==> src/plrc_pkg.sv <==
package plrc_pkg;

  // Table geometry and number formats
  localparam int MAX_POINTS = 16;
  localparam int ADC_BITS   = 16;
  localparam int IDX_W      = $clog2(MAX_POINTS);
  localparam int CNT_W      = 5;
  localparam int OHMS_W     = 32;

  // Signed numerator: two products of a 33-bit and an (ADC_BITS+1)-bit operand, summed
  localparam int ACC_W  = OHMS_W + ADC_BITS + 2;
  localparam int MAG_W  = ACC_W - 1;
  localparam int DCNT_W = $clog2(MAG_W);

  // Configuration port
  localparam int CFG_ADDR_W = 3;
  localparam int CFG_DATA_W = 32;
  localparam int REG_IDX_W  = CFG_ADDR_W - 2;
  localparam logic [REG_IDX_W-1:0] REG_POINT_COUNT = REG_IDX_W'(0);
  localparam logic [REG_IDX_W-1:0] REG_PASS_LIMIT  = REG_IDX_W'(1);

  // Request command codes
  localparam logic CMD_LOAD    = 1'b0;
  localparam logic CMD_CONVERT = 1'b1;

  typedef enum logic [3:0] {
    OP_NONE,
    OP_LOAD,
    OP_START,
    OP_SCAN,
    OP_FETCH0,
    OP_FETCH1,
    OP_FETCH2,
    OP_MUL0,
    OP_MUL1,
    OP_MUL2,
    OP_DIVINIT,
    OP_DIV,
    OP_OUT
  } dp_op_t;

  typedef struct packed {
    dp_op_t op;
  } plrc_cmd_t;

  typedef struct packed {
    logic scan_last;
    logic skip_div;
    logic div_last;
    logic out_free;
  } plrc_stat_t;

endpackage

==> src/piecewise_linear_resistance_calibration.sv <==
// Channel | Direction | Handshake           | Payload
// in_     | input     | in_valid/in_ready   | command, point_index, point_code, point_ohms,
//         |           |                     | adc_code
// out_    | output    | out_valid/out_ready | resistance_ohms, below_limit, extrapolated,
//         |           |                     | table_fault
// cfg_    | input     | APB, pready tied 1  | 0x0 point_count, 0x4 pass_limit_ohms
//
// Load request: written into the table, no result.
// Convert request: table scan over the n points in use, segment fetch, multiply,
//   bit-serial divide, then the output register.
//   A faulted segment skips the arithmetic and goes from the fetch to the output.
// Reset (rst_n low, synchronous) clears the controller, output valid and the
//   registers (point_count = 2); the table holds no reset value.
// A held result stalls only the next convert at its final cycle; in_ready is
//   high whenever the controller is idle, also while a result waits.
module piecewise_linear_resistance_calibration import plrc_pkg::*; (
  input  logic                  clk,
  input  logic                  rst_n,
  // requests
  input  logic                  in_valid,
  output logic                  in_ready,
  input  logic                  in_command,
  input  logic [3:0]            in_point_index,
  input  logic [15:0]           in_point_code,
  input  logic [31:0]           in_point_ohms,
  input  logic [15:0]           in_adc_code,
  // results
  output logic                  out_valid,
  input  logic                  out_ready,
  output logic [31:0]           out_resistance_ohms,
  output logic                  out_below_limit,
  output logic                  out_extrapolated,
  output logic                  out_table_fault,
  // configuration
  input  logic                  cfg_psel,
  input  logic                  cfg_penable,
  input  logic                  cfg_pwrite,
  input  logic [CFG_ADDR_W-1:0] cfg_paddr,
  input  logic [CFG_DATA_W-1:0] cfg_pwdata,
  output logic [CFG_DATA_W-1:0] cfg_prdata,
  output logic                  cfg_pready
);

  logic [CNT_W-1:0]  point_count;
  logic [OHMS_W-1:0] pass_limit_ohms;
  plrc_cmd_t         cmd;
  plrc_stat_t        stat;

  // Register file: point count and pass limit
  plrc_regs u_regs (
    .clk             (clk),
    .rst_n           (rst_n),
    .cfg_psel        (cfg_psel),
    .cfg_penable     (cfg_penable),
    .cfg_pwrite      (cfg_pwrite),
    .cfg_paddr       (cfg_paddr),
    .cfg_pwdata      (cfg_pwdata),
    .cfg_prdata      (cfg_prdata),
    .cfg_pready      (cfg_pready),
    .point_count     (point_count),
    .pass_limit_ohms (pass_limit_ohms)
  );

  // Sequencer: table scan, segment fetch, multiply, divide, hand-over
  plrc_ctrl u_ctrl (
    .clk        (clk),
    .rst_n      (rst_n),
    .in_valid   (in_valid),
    .in_command (in_command),
    .in_ready   (in_ready),
    .stat       (stat),
    .cmd        (cmd)
  );

  // Table memory, search registers, shared multiplier, divider, output register
  plrc_dp u_dp (
    .clk                 (clk),
    .rst_n               (rst_n),
    .cmd                 (cmd),
    .stat                (stat),
    .in_point_index      (in_point_index),
    .in_point_code       (in_point_code),
    .in_point_ohms       (in_point_ohms),
    .in_adc_code         (in_adc_code),
    .point_count         (point_count),
    .pass_limit_ohms     (pass_limit_ohms),
    .out_valid           (out_valid),
    .out_ready           (out_ready),
    .out_resistance_ohms (out_resistance_ohms),
    .out_below_limit     (out_below_limit),
    .out_extrapolated    (out_extrapolated),
    .out_table_fault     (out_table_fault)
  );

endmodule

==> src/plrc_regs.sv <==
module plrc_regs import plrc_pkg::*; (
  input  logic                  clk,
  input  logic                  rst_n,
  input  logic                  cfg_psel,
  input  logic                  cfg_penable,
  input  logic                  cfg_pwrite,
  input  logic [CFG_ADDR_W-1:0] cfg_paddr,
  input  logic [CFG_DATA_W-1:0] cfg_pwdata,
  output logic [CFG_DATA_W-1:0] cfg_prdata,
  output logic                  cfg_pready,
  output logic [CNT_W-1:0]      point_count,
  output logic [OHMS_W-1:0]     pass_limit_ohms
);

  logic [CNT_W-1:0]     point_count_r;
  logic [OHMS_W-1:0]    pass_limit_r;
  logic [REG_IDX_W-1:0] reg_idx;
  logic                 wr_en;

  assign reg_idx    = cfg_paddr[CFG_ADDR_W-1:2];
  assign cfg_pready = 1'b1;
  assign wr_en      = cfg_psel & cfg_penable & cfg_pwrite;

  always_ff @(posedge clk) begin
    if (!rst_n) begin
      point_count_r <= CNT_W'(2);
      pass_limit_r  <= '0;
    end else if (wr_en) begin
      case (reg_idx)
        REG_POINT_COUNT: point_count_r <= cfg_pwdata[CNT_W-1:0];
        REG_PASS_LIMIT:  pass_limit_r  <= cfg_pwdata[OHMS_W-1:0];
        default: ;
      endcase
    end
  end

  always_comb begin
    case (reg_idx)
      REG_POINT_COUNT: cfg_prdata = CFG_DATA_W'(point_count_r);
      REG_PASS_LIMIT:  cfg_prdata = CFG_DATA_W'(pass_limit_r);
      default:         cfg_prdata = '0;
    endcase
  end

  assign point_count     = point_count_r;
  assign pass_limit_ohms = pass_limit_r;

endmodule

==> src/plrc_ctrl.sv <==
module plrc_ctrl import plrc_pkg::*; (
  input  logic       clk,
  input  logic       rst_n,
  input  logic       in_valid,
  input  logic       in_command,
  output logic       in_ready,
  input  plrc_stat_t stat,
  output plrc_cmd_t  cmd
);

  typedef enum logic [3:0] {
    S_IDLE,
    S_SCAN,
    S_FETCH0,
    S_FETCH1,
    S_FETCH2,
    S_MUL0,
    S_MUL1,
    S_MUL2,
    S_DIVINIT,
    S_DIV,
    S_DONE
  } state_t;

  state_t state_r, state_nxt;
  logic   in_ready_r;

  always_comb begin
    state_nxt = state_r;
    cmd.op    = OP_NONE;
    case (state_r)
      S_IDLE: begin
        if (in_valid && in_ready_r) begin
          if (in_command == CMD_LOAD) begin
            cmd.op = OP_LOAD;
          end else begin
            cmd.op    = OP_START;
            state_nxt = S_SCAN;
          end
        end
      end
      S_SCAN: begin
        cmd.op = OP_SCAN;
        if (stat.scan_last) state_nxt = S_FETCH0;
      end
      S_FETCH0: begin
        cmd.op    = OP_FETCH0;
        state_nxt = S_FETCH1;
      end
      S_FETCH1: begin
        cmd.op    = OP_FETCH1;
        state_nxt = S_FETCH2;
      end
      S_FETCH2: begin
        cmd.op    = OP_FETCH2;
        state_nxt = S_MUL0;
      end
      S_MUL0: begin
        // no usable segment: skip the arithmetic
        if (stat.skip_div) begin
          state_nxt = S_DONE;
        end else begin
          cmd.op    = OP_MUL0;
          state_nxt = S_MUL1;
        end
      end
      S_MUL1: begin
        cmd.op    = OP_MUL1;
        state_nxt = S_MUL2;
      end
      S_MUL2: begin
        cmd.op    = OP_MUL2;
        state_nxt = S_DIVINIT;
      end
      S_DIVINIT: begin
        cmd.op    = OP_DIVINIT;
        state_nxt = S_DIV;
      end
      S_DIV: begin
        cmd.op = OP_DIV;
        if (stat.div_last) state_nxt = S_DONE;
      end
      S_DONE: begin
        if (stat.out_free) begin
          cmd.op    = OP_OUT;
          state_nxt = S_IDLE;
        end
      end
      default: state_nxt = S_IDLE;
    endcase
  end

  always_ff @(posedge clk) begin
    if (!rst_n) begin
      state_r    <= S_IDLE;
      in_ready_r <= 1'b1;
    end else begin
      state_r    <= state_nxt;
      in_ready_r <= (state_nxt == S_IDLE);
    end
  end

  assign in_ready = in_ready_r;

  a_ready_only_idle: assert property (@(posedge clk) disable iff (!rst_n)
    in_ready_r |-> state_r == S_IDLE)
    else $error("ready raised outside idle");

  a_skip_to_done: assert property (@(posedge clk) disable iff (!rst_n)
    (state_r == S_MUL0 && stat.skip_div) |=> state_r == S_DONE)
    else $error("faulted segment did not bypass divider");

endmodule

==> src/plrc_dp.sv <==
module plrc_dp import plrc_pkg::*; (
  input  logic              clk,
  input  logic              rst_n,
  input  plrc_cmd_t         cmd,
  output plrc_stat_t        stat,
  input  logic [3:0]        in_point_index,
  input  logic [15:0]       in_point_code,
  input  logic [31:0]       in_point_ohms,
  input  logic [15:0]       in_adc_code,
  input  logic [CNT_W-1:0]  point_count,
  input  logic [OHMS_W-1:0] pass_limit_ohms,
  output logic              out_valid,
  input  logic              out_ready,
  output logic [31:0]       out_resistance_ohms,
  output logic              out_below_limit,
  output logic              out_extrapolated,
  output logic              out_table_fault
);

  // Calibration table, one read port with registered data
  logic [ADC_BITS-1:0] code_mem [MAX_POINTS];
  logic [OHMS_W-1:0]   ohms_mem [MAX_POINTS];
  logic [IDX_W-1:0]    rd_addr;
  logic [ADC_BITS-1:0] rd_code_q;
  logic [OHMS_W-1:0]   rd_ohms_q;

  // Search
  logic [ADC_BITS-1:0] u_r, prev_r, first_code_r;
  logic [CNT_W-1:0]    n_r, n_clamp;
  logic [IDX_W-1:0]    scan_idx_r, seg_r;
  logic                found_r, nofound_r, extra_r;
  logic                match, above_last, at_or_below_first;

  // Arithmetic
  logic [ADC_BITS-1:0]      seg_c0_r;
  logic [OHMS_W-1:0]        seg_r0_r;
  logic signed [ADC_BITS:0] den_r, du_r, mul_b;
  logic signed [OHMS_W:0]   dr_r, mul_a;
  logic signed [ACC_W-1:0]  prod, prod_r, acc_r;

  // Divider
  logic [MAG_W-1:0]    quo_r;
  logic [ADC_BITS-1:0] rem_r, dsr_r;
  logic [DCNT_W-1:0]   div_cnt_r;
  logic                neg_r;
  logic [ADC_BITS:0]   trial, trial_diff;
  logic                trial_ge;

  // Result
  logic              fault;
  logic [OHMS_W-1:0] res;
  logic              out_valid_r, below_r, extra_out_r, fault_out_r;
  logic [OHMS_W-1:0] res_r;

  always_comb begin
    if (point_count < CNT_W'(2))                 n_clamp = CNT_W'(2);
    else if (int'(point_count) > MAX_POINTS)     n_clamp = CNT_W'(MAX_POINTS);
    else                                         n_clamp = point_count;
  end

  always_comb begin
    case (cmd.op)
      OP_START:  rd_addr = '0;
      OP_SCAN:   rd_addr = scan_idx_r + IDX_W'(1);
      OP_FETCH0: rd_addr = seg_r;
      OP_FETCH1: rd_addr = seg_r + IDX_W'(1);
      default:   rd_addr = seg_r;
    endcase
  end

  always_ff @(posedge clk) begin
    if (cmd.op == OP_LOAD && int'(in_point_index) < MAX_POINTS) begin
      code_mem[IDX_W'(in_point_index)] <= in_point_code[ADC_BITS-1:0];
      ohms_mem[IDX_W'(in_point_index)] <= in_point_ohms;
    end
    rd_code_q <= code_mem[rd_addr];
    rd_ohms_q <= ohms_mem[rd_addr];
  end

  assign match             = (scan_idx_r != '0) && (u_r > prev_r) && (u_r <= rd_code_q);
  assign above_last        = u_r > rd_code_q;
  assign at_or_below_first = u_r <= first_code_r;

  always_ff @(posedge clk) begin
    case (cmd.op)
      OP_START: begin
        u_r        <= in_adc_code[ADC_BITS-1:0];
        n_r        <= n_clamp;
        scan_idx_r <= '0;
        found_r    <= 1'b0;
        seg_r      <= '0;
      end
      OP_SCAN: begin
        prev_r     <= rd_code_q;
        scan_idx_r <= scan_idx_r + IDX_W'(1);
        if (scan_idx_r == '0) first_code_r <= rd_code_q;
        if (stat.scan_last) begin
          // last point: apply the end-of-table overrides
          if (above_last)                seg_r <= scan_idx_r - IDX_W'(1);
          else if (at_or_below_first)    seg_r <= '0;
          else if (!found_r && match)    seg_r <= scan_idx_r - IDX_W'(1);
          extra_r   <= (u_r < first_code_r) || above_last;
          nofound_r <= !(above_last || at_or_below_first || found_r || match);
        end else if (match && !found_r) begin
          found_r <= 1'b1;
          seg_r   <= scan_idx_r - IDX_W'(1);
        end
      end
      OP_FETCH1: begin
        seg_c0_r <= rd_code_q;
        seg_r0_r <= rd_ohms_q;
      end
      OP_FETCH2: begin
        den_r <= $signed({1'b0, rd_code_q}) - $signed({1'b0, seg_c0_r});
        du_r  <= $signed({1'b0, u_r}) - $signed({1'b0, seg_c0_r});
        dr_r  <= $signed({1'b0, rd_ohms_q}) - $signed({1'b0, seg_r0_r});
      end
      default: ;
    endcase
  end

  // num = r0*(c1-c0) + (r1-r0)*(u-c0) over one shared multiplier
  always_comb begin
    if (cmd.op == OP_MUL0) begin
      mul_a = $signed({1'b0, seg_r0_r});
      mul_b = den_r;
    end else begin
      mul_a = dr_r;
      mul_b = du_r;
    end
  end

  assign prod = mul_a * mul_b;

  always_ff @(posedge clk) begin
    case (cmd.op)
      OP_MUL0: prod_r <= prod;
      OP_MUL1: begin
        prod_r <= prod;
        acc_r  <= prod_r;
      end
      OP_MUL2: acc_r <= acc_r + prod_r;
      default: ;
    endcase
  end

  // Restoring divide on magnitudes, one quotient bit per cycle
  assign trial      = {rem_r, quo_r[MAG_W-1]};
  assign trial_diff = trial - {1'b0, dsr_r};
  assign trial_ge   = trial >= {1'b0, dsr_r};

  always_ff @(posedge clk) begin
    case (cmd.op)
      OP_DIVINIT: begin
        neg_r     <= acc_r[ACC_W-1] ^ den_r[ADC_BITS];
        quo_r     <= acc_r[ACC_W-1] ? MAG_W'(-acc_r) : acc_r[MAG_W-1:0];
        dsr_r     <= den_r[ADC_BITS] ? ADC_BITS'(-den_r) : den_r[ADC_BITS-1:0];
        rem_r     <= '0;
        div_cnt_r <= '0;
      end
      OP_DIV: begin
        rem_r     <= trial_ge ? trial_diff[ADC_BITS-1:0] : trial[ADC_BITS-1:0];
        quo_r     <= {quo_r[MAG_W-2:0], trial_ge};
        div_cnt_r <= div_cnt_r + DCNT_W'(1);
      end
      default: ;
    endcase
  end

  // Faults and negatives give zero, saturate above 32 bits
  assign fault = nofound_r || (den_r == '0);

  always_comb begin
    if (fault || neg_r)                 res = '0;
    else if (|quo_r[MAG_W-1:OHMS_W])   res = '1;
    else                                res = quo_r[OHMS_W-1:0];
  end

  always_ff @(posedge clk) begin
    if (!rst_n) begin
      out_valid_r <= 1'b0;
    end else if (cmd.op == OP_OUT) begin
      out_valid_r <= 1'b1;
    end else if (out_ready) begin
      out_valid_r <= 1'b0;
    end
  end

  always_ff @(posedge clk) begin
    if (cmd.op == OP_OUT) begin
      res_r       <= res;
      below_r     <= res < pass_limit_ohms;
      extra_out_r <= extra_r;
      fault_out_r <= fault;
    end
  end

  assign stat.scan_last = CNT_W'(scan_idx_r) == (n_r - CNT_W'(1));
  assign stat.skip_div  = fault;
  assign stat.div_last  = div_cnt_r == DCNT_W'(MAG_W - 1);
  assign stat.out_free  = !out_valid_r || out_ready;

  assign out_valid           = out_valid_r;
  assign out_resistance_ohms = res_r;
  assign out_below_limit     = below_r;
  assign out_extrapolated    = extra_out_r;
  assign out_table_fault     = fault_out_r;

  a_fault_zero: assert property (@(posedge clk) disable iff (!rst_n)
    (out_valid_r && fault_out_r) |-> res_r == '0)
    else $error("faulted result not zero");

  a_no_overwrite: assert property (@(posedge clk) disable iff (!rst_n)
    (cmd.op == OP_OUT) |-> stat.out_free)
    else $error("pending result overwritten");

  a_div_nonzero: assert property (@(posedge clk) disable iff (!rst_n)
    (cmd.op == OP_DIV) |-> dsr_r != '0)
    else $error("divide by zero entered");

endmodule

==> config.mk <==
export PLATFORM = sky130hd
export DESIGN_NAME = piecewise_linear_resistance_calibration
export DESIGN_NICKNAME = d
export VERILOG_FILES = /design/src/plrc_pkg.sv /design/src/piecewise_linear_resistance_calibration.sv /design/src/plrc_regs.sv /design/src/plrc_ctrl.sv /design/src/plrc_dp.sv
export SDC_FILE = /design/constraint.sdc
export NUM_CORES = 2
export LEC_CHECK = 0
export BUFFER_PORTS_ARGS = -buffer_cell sky130_fd_sc_hd__buf_4
export CAP_MARGIN = 20
export CORE_UTILIZATION = 64
export DETAILED_ROUTE_END_ITERATION = 7
export HOLD_SLACK_MARGIN = 0.02
export PLACE_DENSITY = 0.81
export SETUP_SLACK_MARGIN = 0.3
export SYNTH_ARGS = -nofsm -noshare
export SYNTH_HDL_FRONTEND = slang
export SYNTH_SLANG_ARGS = --single-unit
==> constraint.sdc <==
create_clock -name clk -period 9.3 [get_ports clk]
set_input_delay 1.395 -clock clk [delete_from_list [all_inputs] [get_ports clk]]
set_output_delay 1.395 -clock clk [all_outputs]
set_load 0.005 [all_outputs]
# ---- Yosys cells after proc, flatten, opt, wreduce, memory -nomap -nowiden
# Memory sizes are Yosys's and may differ from the RTL's. A register that Yosys moved wholly into a read port is not among the register bits.
# Index checks and enable logic that the tools add are counted.
dict set report word_totals {
  memories 2
  register_bits 445
  input_bits 111
  wordCells 154
  output_inout_bits 70
  ramBits 768
}
# name words word_bits read_ports rd_clocked_by_memory_dff wr line_no
set mem_list {}
lappend mem_list {u_dp.ohms_mem 16 32 1 1 1 plrc_dp.sv:22} ;# logic [OHMS_W-1:0] ohms_mem [MAX_POINTS];
lappend mem_list {u_dp.code_mem 16 16 1 1 1 plrc_dp.sv:21} ;# logic [ADC_BITS-1:0] code_mem [MAX_POINTS];
dict set report classes {
  n_lt_le_gt_ge 9
  n_reduce_logical 31
  n_mul 1
  muxes 39
  bitwise 4
  n_addsub 12
  n_eq_ne 25
}
# op n
set op_table {}
lappend op_table {{$pmux 50 s2} 1}
lappend op_table {{$pmux 49 s2} 1}
lappend op_table {{$pmux 4 s11} 2}
lappend op_table {{$mux 32} 2}
lappend op_table {{$pmux 32 s2} 1}
lappend op_table {{$add 50x50->50} 1}
lappend op_table {{$mul 33x17->50} 1}
lappend op_table {{$mux 49} 1}
lappend op_table {{$neg 49->49} 1}
lappend op_table {{$mux 4} 12}
lappend op_table {{$sub 16x16->17} 2}
lappend op_table {{$mux 33} 1}
lappend op_table {{$sub 32x32->33} 1}
lappend op_table {{$eq 4x4->1 const B} 8}
lappend op_table {{$gt 16x16->1} 2}
lappend op_table {{$le 16x16->1} 2}
lappend op_table {{$lt 32x32->1} 1}
lappend op_table {{$mux 16} 2}
lappend op_table {{$pmux 16 s2} 1}
lappend op_table {{$eq 4x3->1 const B} 7}
lappend op_table {{$ge 17x16->1} 1}
lappend op_table {{$logic_not 17->1} 1}
lappend op_table {{$mux 17} 1}
lappend op_table {{$reduce_or 17->1} 1}
lappend op_table {{35 further kinds} 67}

# ---- Depth between registers and ports, before layout
dict set report depth {
  depth_word 9
  mapped_depth 35
  mapped_depth_nobuf 32
}

# ---- Cells and area by module
# A second synthesis with hierarchy kept.
dict set report hier_totals {
  cells_unflattened 6959
  area_unflattened_um2 77260.3
}
# module seq_area_each_um2 cells_per_inst instances area_each_um2
set modules_own_cells {}
lappend modules_own_cells {plrc_dp 36114.6 6710 1 75085.8}
lappend modules_own_cells {plrc_regs 740.7 195 1 1747.9}
lappend modules_own_cells {plrc_ctrl 100.1 54 1 426.7}

# ---- Least setup slack after synthesis
# Ideal clock, no wire load.
dict set report synth_timing {
  path_kind {flip-flop to flip-flop}
  start {reg u_dp.den_r[11]}
  end {reg u_dp.prod_r[49], data pin}
  setup_time_ns 0.260
  path_buffers 3
  period_less_slack_ns 8.387
  path_slack_ns 0.913
  t_required_ns 9.040
  arrival_ns 8.127
  path_stages_with_launch 33
  cell_sequence {edfxtp_1 or4_1 or3_1 nor2_1 a21o_1 nor3_1 clkbuf_1 buf_1 mux2i_1 nor2_1 fa_1 inv_1 fa_1 fa_1 inv_1 fa_1 fa_1 inv_1 fa_1 inv_1 ha_1 clkbuf_1 a21o_1 a21oi_1 o21bai_1 a221o_1 a21oi_1 o21ai_0 a21oi_1 o21ai_0 a311oi_1 o21bai_1 xnor2_1}
}
dict set report synth_between {
  elab_chain_len 7
  elab_cells_between_ends 8
  classes_between {1 x mul; 1 x eq/ne; 4 x mux; 2 x reduce/logical}
}
# item line_no
set synth_rtl {}
lappend synth_rtl {{from (decl)} plrc_dp.sv:37} ;# logic signed [ADC_BITS:0] den_r, du_r, mul_b;
lappend synth_rtl {{from (signal assigned)} plrc_dp.sv:114} ;# den_r <= $signed({1'b0, rd_code_q}) - $signed({1'b0, seg_c0_r});
lappend synth_rtl {{$logic_not 17->1 *} plrc_dp.sv:171} ;# assign fault = nofound_r || (den_r == '0);
lappend synth_rtl {{$logic_or 1x1->1 *} plrc_dp.sv:171}
lappend synth_rtl {{named net u_dp.fault} plrc_dp.sv:50} ;# logic fault;
lappend synth_rtl {{$mux 3 *} plrc_ctrl.sv:60} ;# if (stat.skip_div) begin
lappend synth_rtl {{$pmux 4 s11 *} plrc_ctrl.sv:31} ;# case (state_r)
lappend synth_rtl {{$eq 4x3->1 *} plrc_dp.sv:124} ;# if (cmd.op == OP_MUL0) begin
lappend synth_rtl {{$mux 33 or $mux 17 (tied branches)} plrc_dp.sv:124}
lappend synth_rtl {{$mul 33x17->50 *} plrc_dp.sv:133} ;# assign prod = mul_a * mul_b;
lappend synth_rtl {{named net u_dp.prod[49]} plrc_dp.sv:39} ;# logic signed [ACC_W-1:0] prod, prod_r, acc_r;
lappend synth_rtl {{to (signal assigned)} plrc_dp.sv:137} ;# OP_MUL0: prod_r <= prod;
lappend synth_rtl {{to (signal assigned)} plrc_dp.sv:139} ;# prod_r <= prod;
lappend synth_rtl {{to (decl)} plrc_dp.sv:39}
# Mark *: on every way through the listed nets, which the timed path passes. The rest lies on a longest branch.
# A chain may end at the register's enable or synchronous reset.

# ---- Final worst setup path
# Ends and elaborated chain as after synthesis.

==> impl_metrics.csv <==
group,metric,value,unit
setup_path,crit_start,"u_dp.den_r[11]",
routing,wl,183100,um
floorplanning,rows,126,
routing,first_pass_iters,8,
setup_path,cp.required,9770,ps
clocking,path_clk_slew,60,ps
setup_path,crit_top_cell,"fa_1",
logic_synthesis,synth_edf_count,1170,
routing,num_vias,52280,
sta,fin_skew,53.65,ps
hold_path,min_path_cells,0,
logic_synthesis,yosysSeqAreaShare,0.4845,
routing,wl_per_cell,21.42,um
placed_design,dp_slack,306.4,ps
sta,slew_violations,0,
logic_synthesis,synth_top_area_frac,0.4606,
run,cap_violations,0,
status,violations,"design-rule violations",
logic_synthesis,ys_seq_elements,1261,
logic_synthesis,ys.flop_type,"edfxtp_1",
sta,setup_tns,0,ps
grt,grt_pass1_vias,52160,
cells_and_area,fill_cells,7750,
power_and_ir_drop,p_seq_frac,0.474,
routing,final_antenna_net_count,0,
routing,via_per_inst,6.116,
setup_path,cp-end-kind,"flip-flop",
cells_and_area,syn2layout_area_growth,10.64,%
sta,rsz0062_at_grt,"no",
logic_synthesis,async_flop_share,0,
cells_and_area,design_area,0.08440,sq mm
clocking,clk_path_buf_depth,3,
sta,layout_setup_ws,547.9,ps
clocking,clk_latency,770,ps
setup_path,cpMaxStageDelayCell,"or4_1",
setup_path,path_class,"reg -> reg",
cells_and_area,nets,7888,
logic_synthesis,synth_compound_area_frac,0.1127,
power_and_ir_drop,p_leak,33.60,nW
logic_synthesis,synth.area.mux_share,0.01648,
logic_synthesis,synthAdderAreaFrac,0.1966,
sta,timing.fmax,114.3,MHz
hold_path,hold_path_end,"u_dp.out_extrapolated",
logic_synthesis,synthXorXnorAreaFrac,0.02572,
sta,hold_violations,0,
sta,max-slew-margin-rel,0.2816,
grt,grt_use_total,0.3036,
placed_design,place_hpwl,122100,um
grt,overflow,0,
placed_design,place_inst,8297,
cells_and_area,final_cells,8548,
setup_path,cp_max_fo,45,
clocking,cts-root-buf,"clkbuf_16",
logic_synthesis,yosys-top-cells-area,"edfxtp_1 46%, fa_1 14%, ha_1 5.5%",
power_and_ir_drop,irDropWorstVdd,186.8,uV
floorplanning,die_w,347.2,um
logic_synthesis,yosys.area_share.simple,0.1115,
floorplanning,dieArea,0.1206,sq mm
logic_synthesis,ys_warn_count,0,
floorplanning,num_io_pins,181,
floorplanning,core_area,0.1181,sq mm
sta,setup_viol,0,
setup_path,crit_arrival,9230,ps
setup_path,max_stage_delay,580,ps
sta,period_minus_slack,8752,ps
cells_and_area,drive_gt1_frac,0.09344,
routing,drtIter0Drc,5114,
power_and_ir_drop,sw_frac_of_total,0.2731,
status,status,"finished with violations",
setup_path,reg2reg_slack,550,ps
logic_synthesis,ys_types,80,
clocking,numCtsBuffers,131,
setup_path,critPathLaunchType,"flip-flop",
placed_design,port_buffers,177,
setup_path,reg2reg_depth,31,
logic_synthesis,syn-num-nets,7710,
logic_synthesis,avgSynthCellArea,11.34,sq um
logic_synthesis,synth_top_family_by_area,"adder cells",
power_and_ir_drop,power.density,164.8,mW/mm^2
cells_and_area,fin_util,0.7148,
setup_path,reg2reg_to,"u_dp.prod_r[49]",
logic_synthesis,syn-cell-area,0.07628,sq mm
setup_path,worst_r2r_startpoint,"u_dp.den_r[11]",
hold_path,min-delay-start,"u_dp.extra_r",
placed_design,place_area,0.07997,sq mm
placed_design,gp_congestion,0.9585,
power_and_ir_drop,p_int,0.01011,W
power_and_ir_drop,power.switching,0.003800,W
sta,tightest_slew,1078,ps
floorplanning,start_util,0.6460,
hold_path,hold_class,"reg -> reg",
logic_synthesis,synthCells,6725,
logic_synthesis,synth_largest_area_cell,"edfxtp_1",
clocking,clock_sinks,1261,
clocking,h-tree-depth,4,
clocking,tritoncts,"done",
grt,grt_pass1_wl,283900,um
grt,antenna_found_initial,5,
sta,finalCritPeriodShare,0.9411,
clocking,cts_hold_buf,0,
power_and_ir_drop,power_frac_comb,0.160,
grt,grt_max_degree,205,
routing,drc,3,
floorplanning,die_h,347.2,um
power_and_ir_drop,clkPwrFrac,0.366,
## synth_stat cells (4+ instances only)
cell type / number
edfxtp_1: 1170
nand2_1: 955
inv_1: 742
fa_1: 541
nor2_1: 432
ha_1: 333
a211oi_1: 254
a21oi_1: 251
clkbuf_1: 241
and2_1: 240
o21ai_0: 209
xnor2_1: 120
a31oi_1: 118
a21o_1: 105
xor2_1: 104
a311oi_1: 103
dfxtp_1: 91
mux2i_1: 66
o21a_1: 58
a21boi_0: 54
mux2_2: 53
buf_2: 50
nand3_1: 48
nor2b_1: 48
nand4_1: 31
nor3_1: 31
nand2b_1: 28
o31ai_1: 28
o21bai_1: 20
or3_1: 18
and3_1: 15
o211ai_1: 14
or4_1: 14
o41ai_1: 12
nor4_1: 11
buf_1: 9
nor3b_1: 9
o22ai_1: 8
and4_1: 7
o2111ai_1: 7
nand3b_1: 6
o31a_1: 6
a41oi_1: 5
buf_4: 4
or2_2: 4
## layer usage
layer | GRT usage | up-vias | routed length, um
met3 | 0.05116 | 574 | 14800
met4 | 0.1317 | 6 | 8180
met2 | 0.5151 | 2313 | 91090
li1 | - | 23680 | -
met1 | 0.3854 | 25710 | 69030
met5 | 0 | - | 44
## what timing repair did
item                                    in CTS  in global routing
pin swaps                                    0                  4
setup buffers                                0                  5
endpoints found under the hold margin        0                  0
endpoints found under the setup margin       1                  7
resized for setup                            1                 17
cloned                                       0                  0
## power groups by stage
stage	logic (W)	registers [W]	clock network, W
2_1_floorplan	0.00161	0.00662	0
3_3_place_gp	0.00206	0.00671	0
3_5_place_dp	0.00216	0.00671	0
4_1_cts	0.00219	0.00659	0.00516
5_1_grt	0.00245	0.00660	0.00538
6_report	0.00222	0.00659	0.00510
## metrics by stage
stage / total power, W / hold WS (ps)
2_1_floorplan: 0.008226 / 400.3
3_3_place_gp: 0.008768 / 401.7
3_5_place_dp: 0.008866 / 407.2
4_1_cts: 0.01394 / 431.5
5_1_grt: 0.01443 / 442.0
6_report: 0.01391 / 429.9
## kinds of logic after synthesis
family / count (synthesis)
flip-flops: 1261
AO/OA/AOI/OAI: 1287
multiplexers: 119
XOR/XNOR: 224
buffers and inverters: 1046
adder cells (fa/ha/maj): 874
other: 1
AND/OR/NAND/NOR: 1913
## state kept, by name, indices dropped and copies added (netlist names), 16 cells and up
signal	cells
u_dp.acc_r	50
u_dp.out_resistance_ohms	32
u_dp.dr_r	33
u_dp.seg_c0_r	16
u_dp.rem_r	16
u_dp.prod_r	50
u_dp.code_mem	256
u_dp.du_r	17
u_dp.seg_r0_r	32
u_dp.quo_r	49
u_dp.u_r	16
u_dp.ohms_mem	512
u_regs.pass_limit_ohms	32
u_dp.rd_ohms_q	32
u_dp.first_code_r	16
u_dp.dsr_r	16
u_dp.den_r	17
u_dp.rd_code_q	16
u_dp.prev_r	16
## worst max-delay path by stage
stage / end / slack, ps / cells past startpoint
after floorplan: u_dp.prod_r[49] / 910 / 32
after global placement: u_dp.prod_r[49] / 290 / 30
after detailed placement: u_dp.prod_r[49] / 310 / 31
after CTS: u_dp.prod_r[48] / 350 / 32
after global routing: u_dp.prod_r[48] / 270 / 31
final: u_dp.prod_r[49] / 550 / 31
## final cells by class
cell class	instances	area (sq um)	area share
sequential	1261	36960	0.4379
multi-input combinational	4418	35630	0.4222
clock buffer	175	3533	0.04186
timing repair buffer	349	2859	0.03387
inverter	742	2785	0.03300
tap	1536	1922	0.02277
clock inverter	65	709.4	0.008406
antenna	2	5.005	0.00005930
## critical path, delay by kind of cell, from the launching register on
family	cells	cell delay, ps
muxes	1	350
buffers and inverters	6	740
DFF	1	390
adders and majority gates	7	3350
and+or+nand+nor	5	1270
xor gates and xnor gates	1	120
AOI/OAI and AO/OA	11	2140
## layout by cell type (no fill, tap or decap), drive strengths merged, types with 54 or more instances in the layout
master | synthesis | layout
a211oi | 254 | 254
a21boi | 54 | 54
a21o | 105 | 105
a21oi | 251 | 251
a311oi | 103 | 103
a31oi | 118 | 118
and2 | 240 | 240
buf | 63 | 349
clkbuf | 241 | 175
clkinv | 0 | 57
dfxtp | 91 | 91
edfxtp | 1170 | 1170
fa | 541 | 541
ha | 333 | 333
inv | 742 | 746
mux2i | 66 | 66
nand2 | 955 | 955
nor2 | 433 | 433
o21a | 58 | 58
o21ai | 212 | 212
xnor2 | 120 | 120
xor2 | 104 | 104
(Power assumes the default switching activity.)
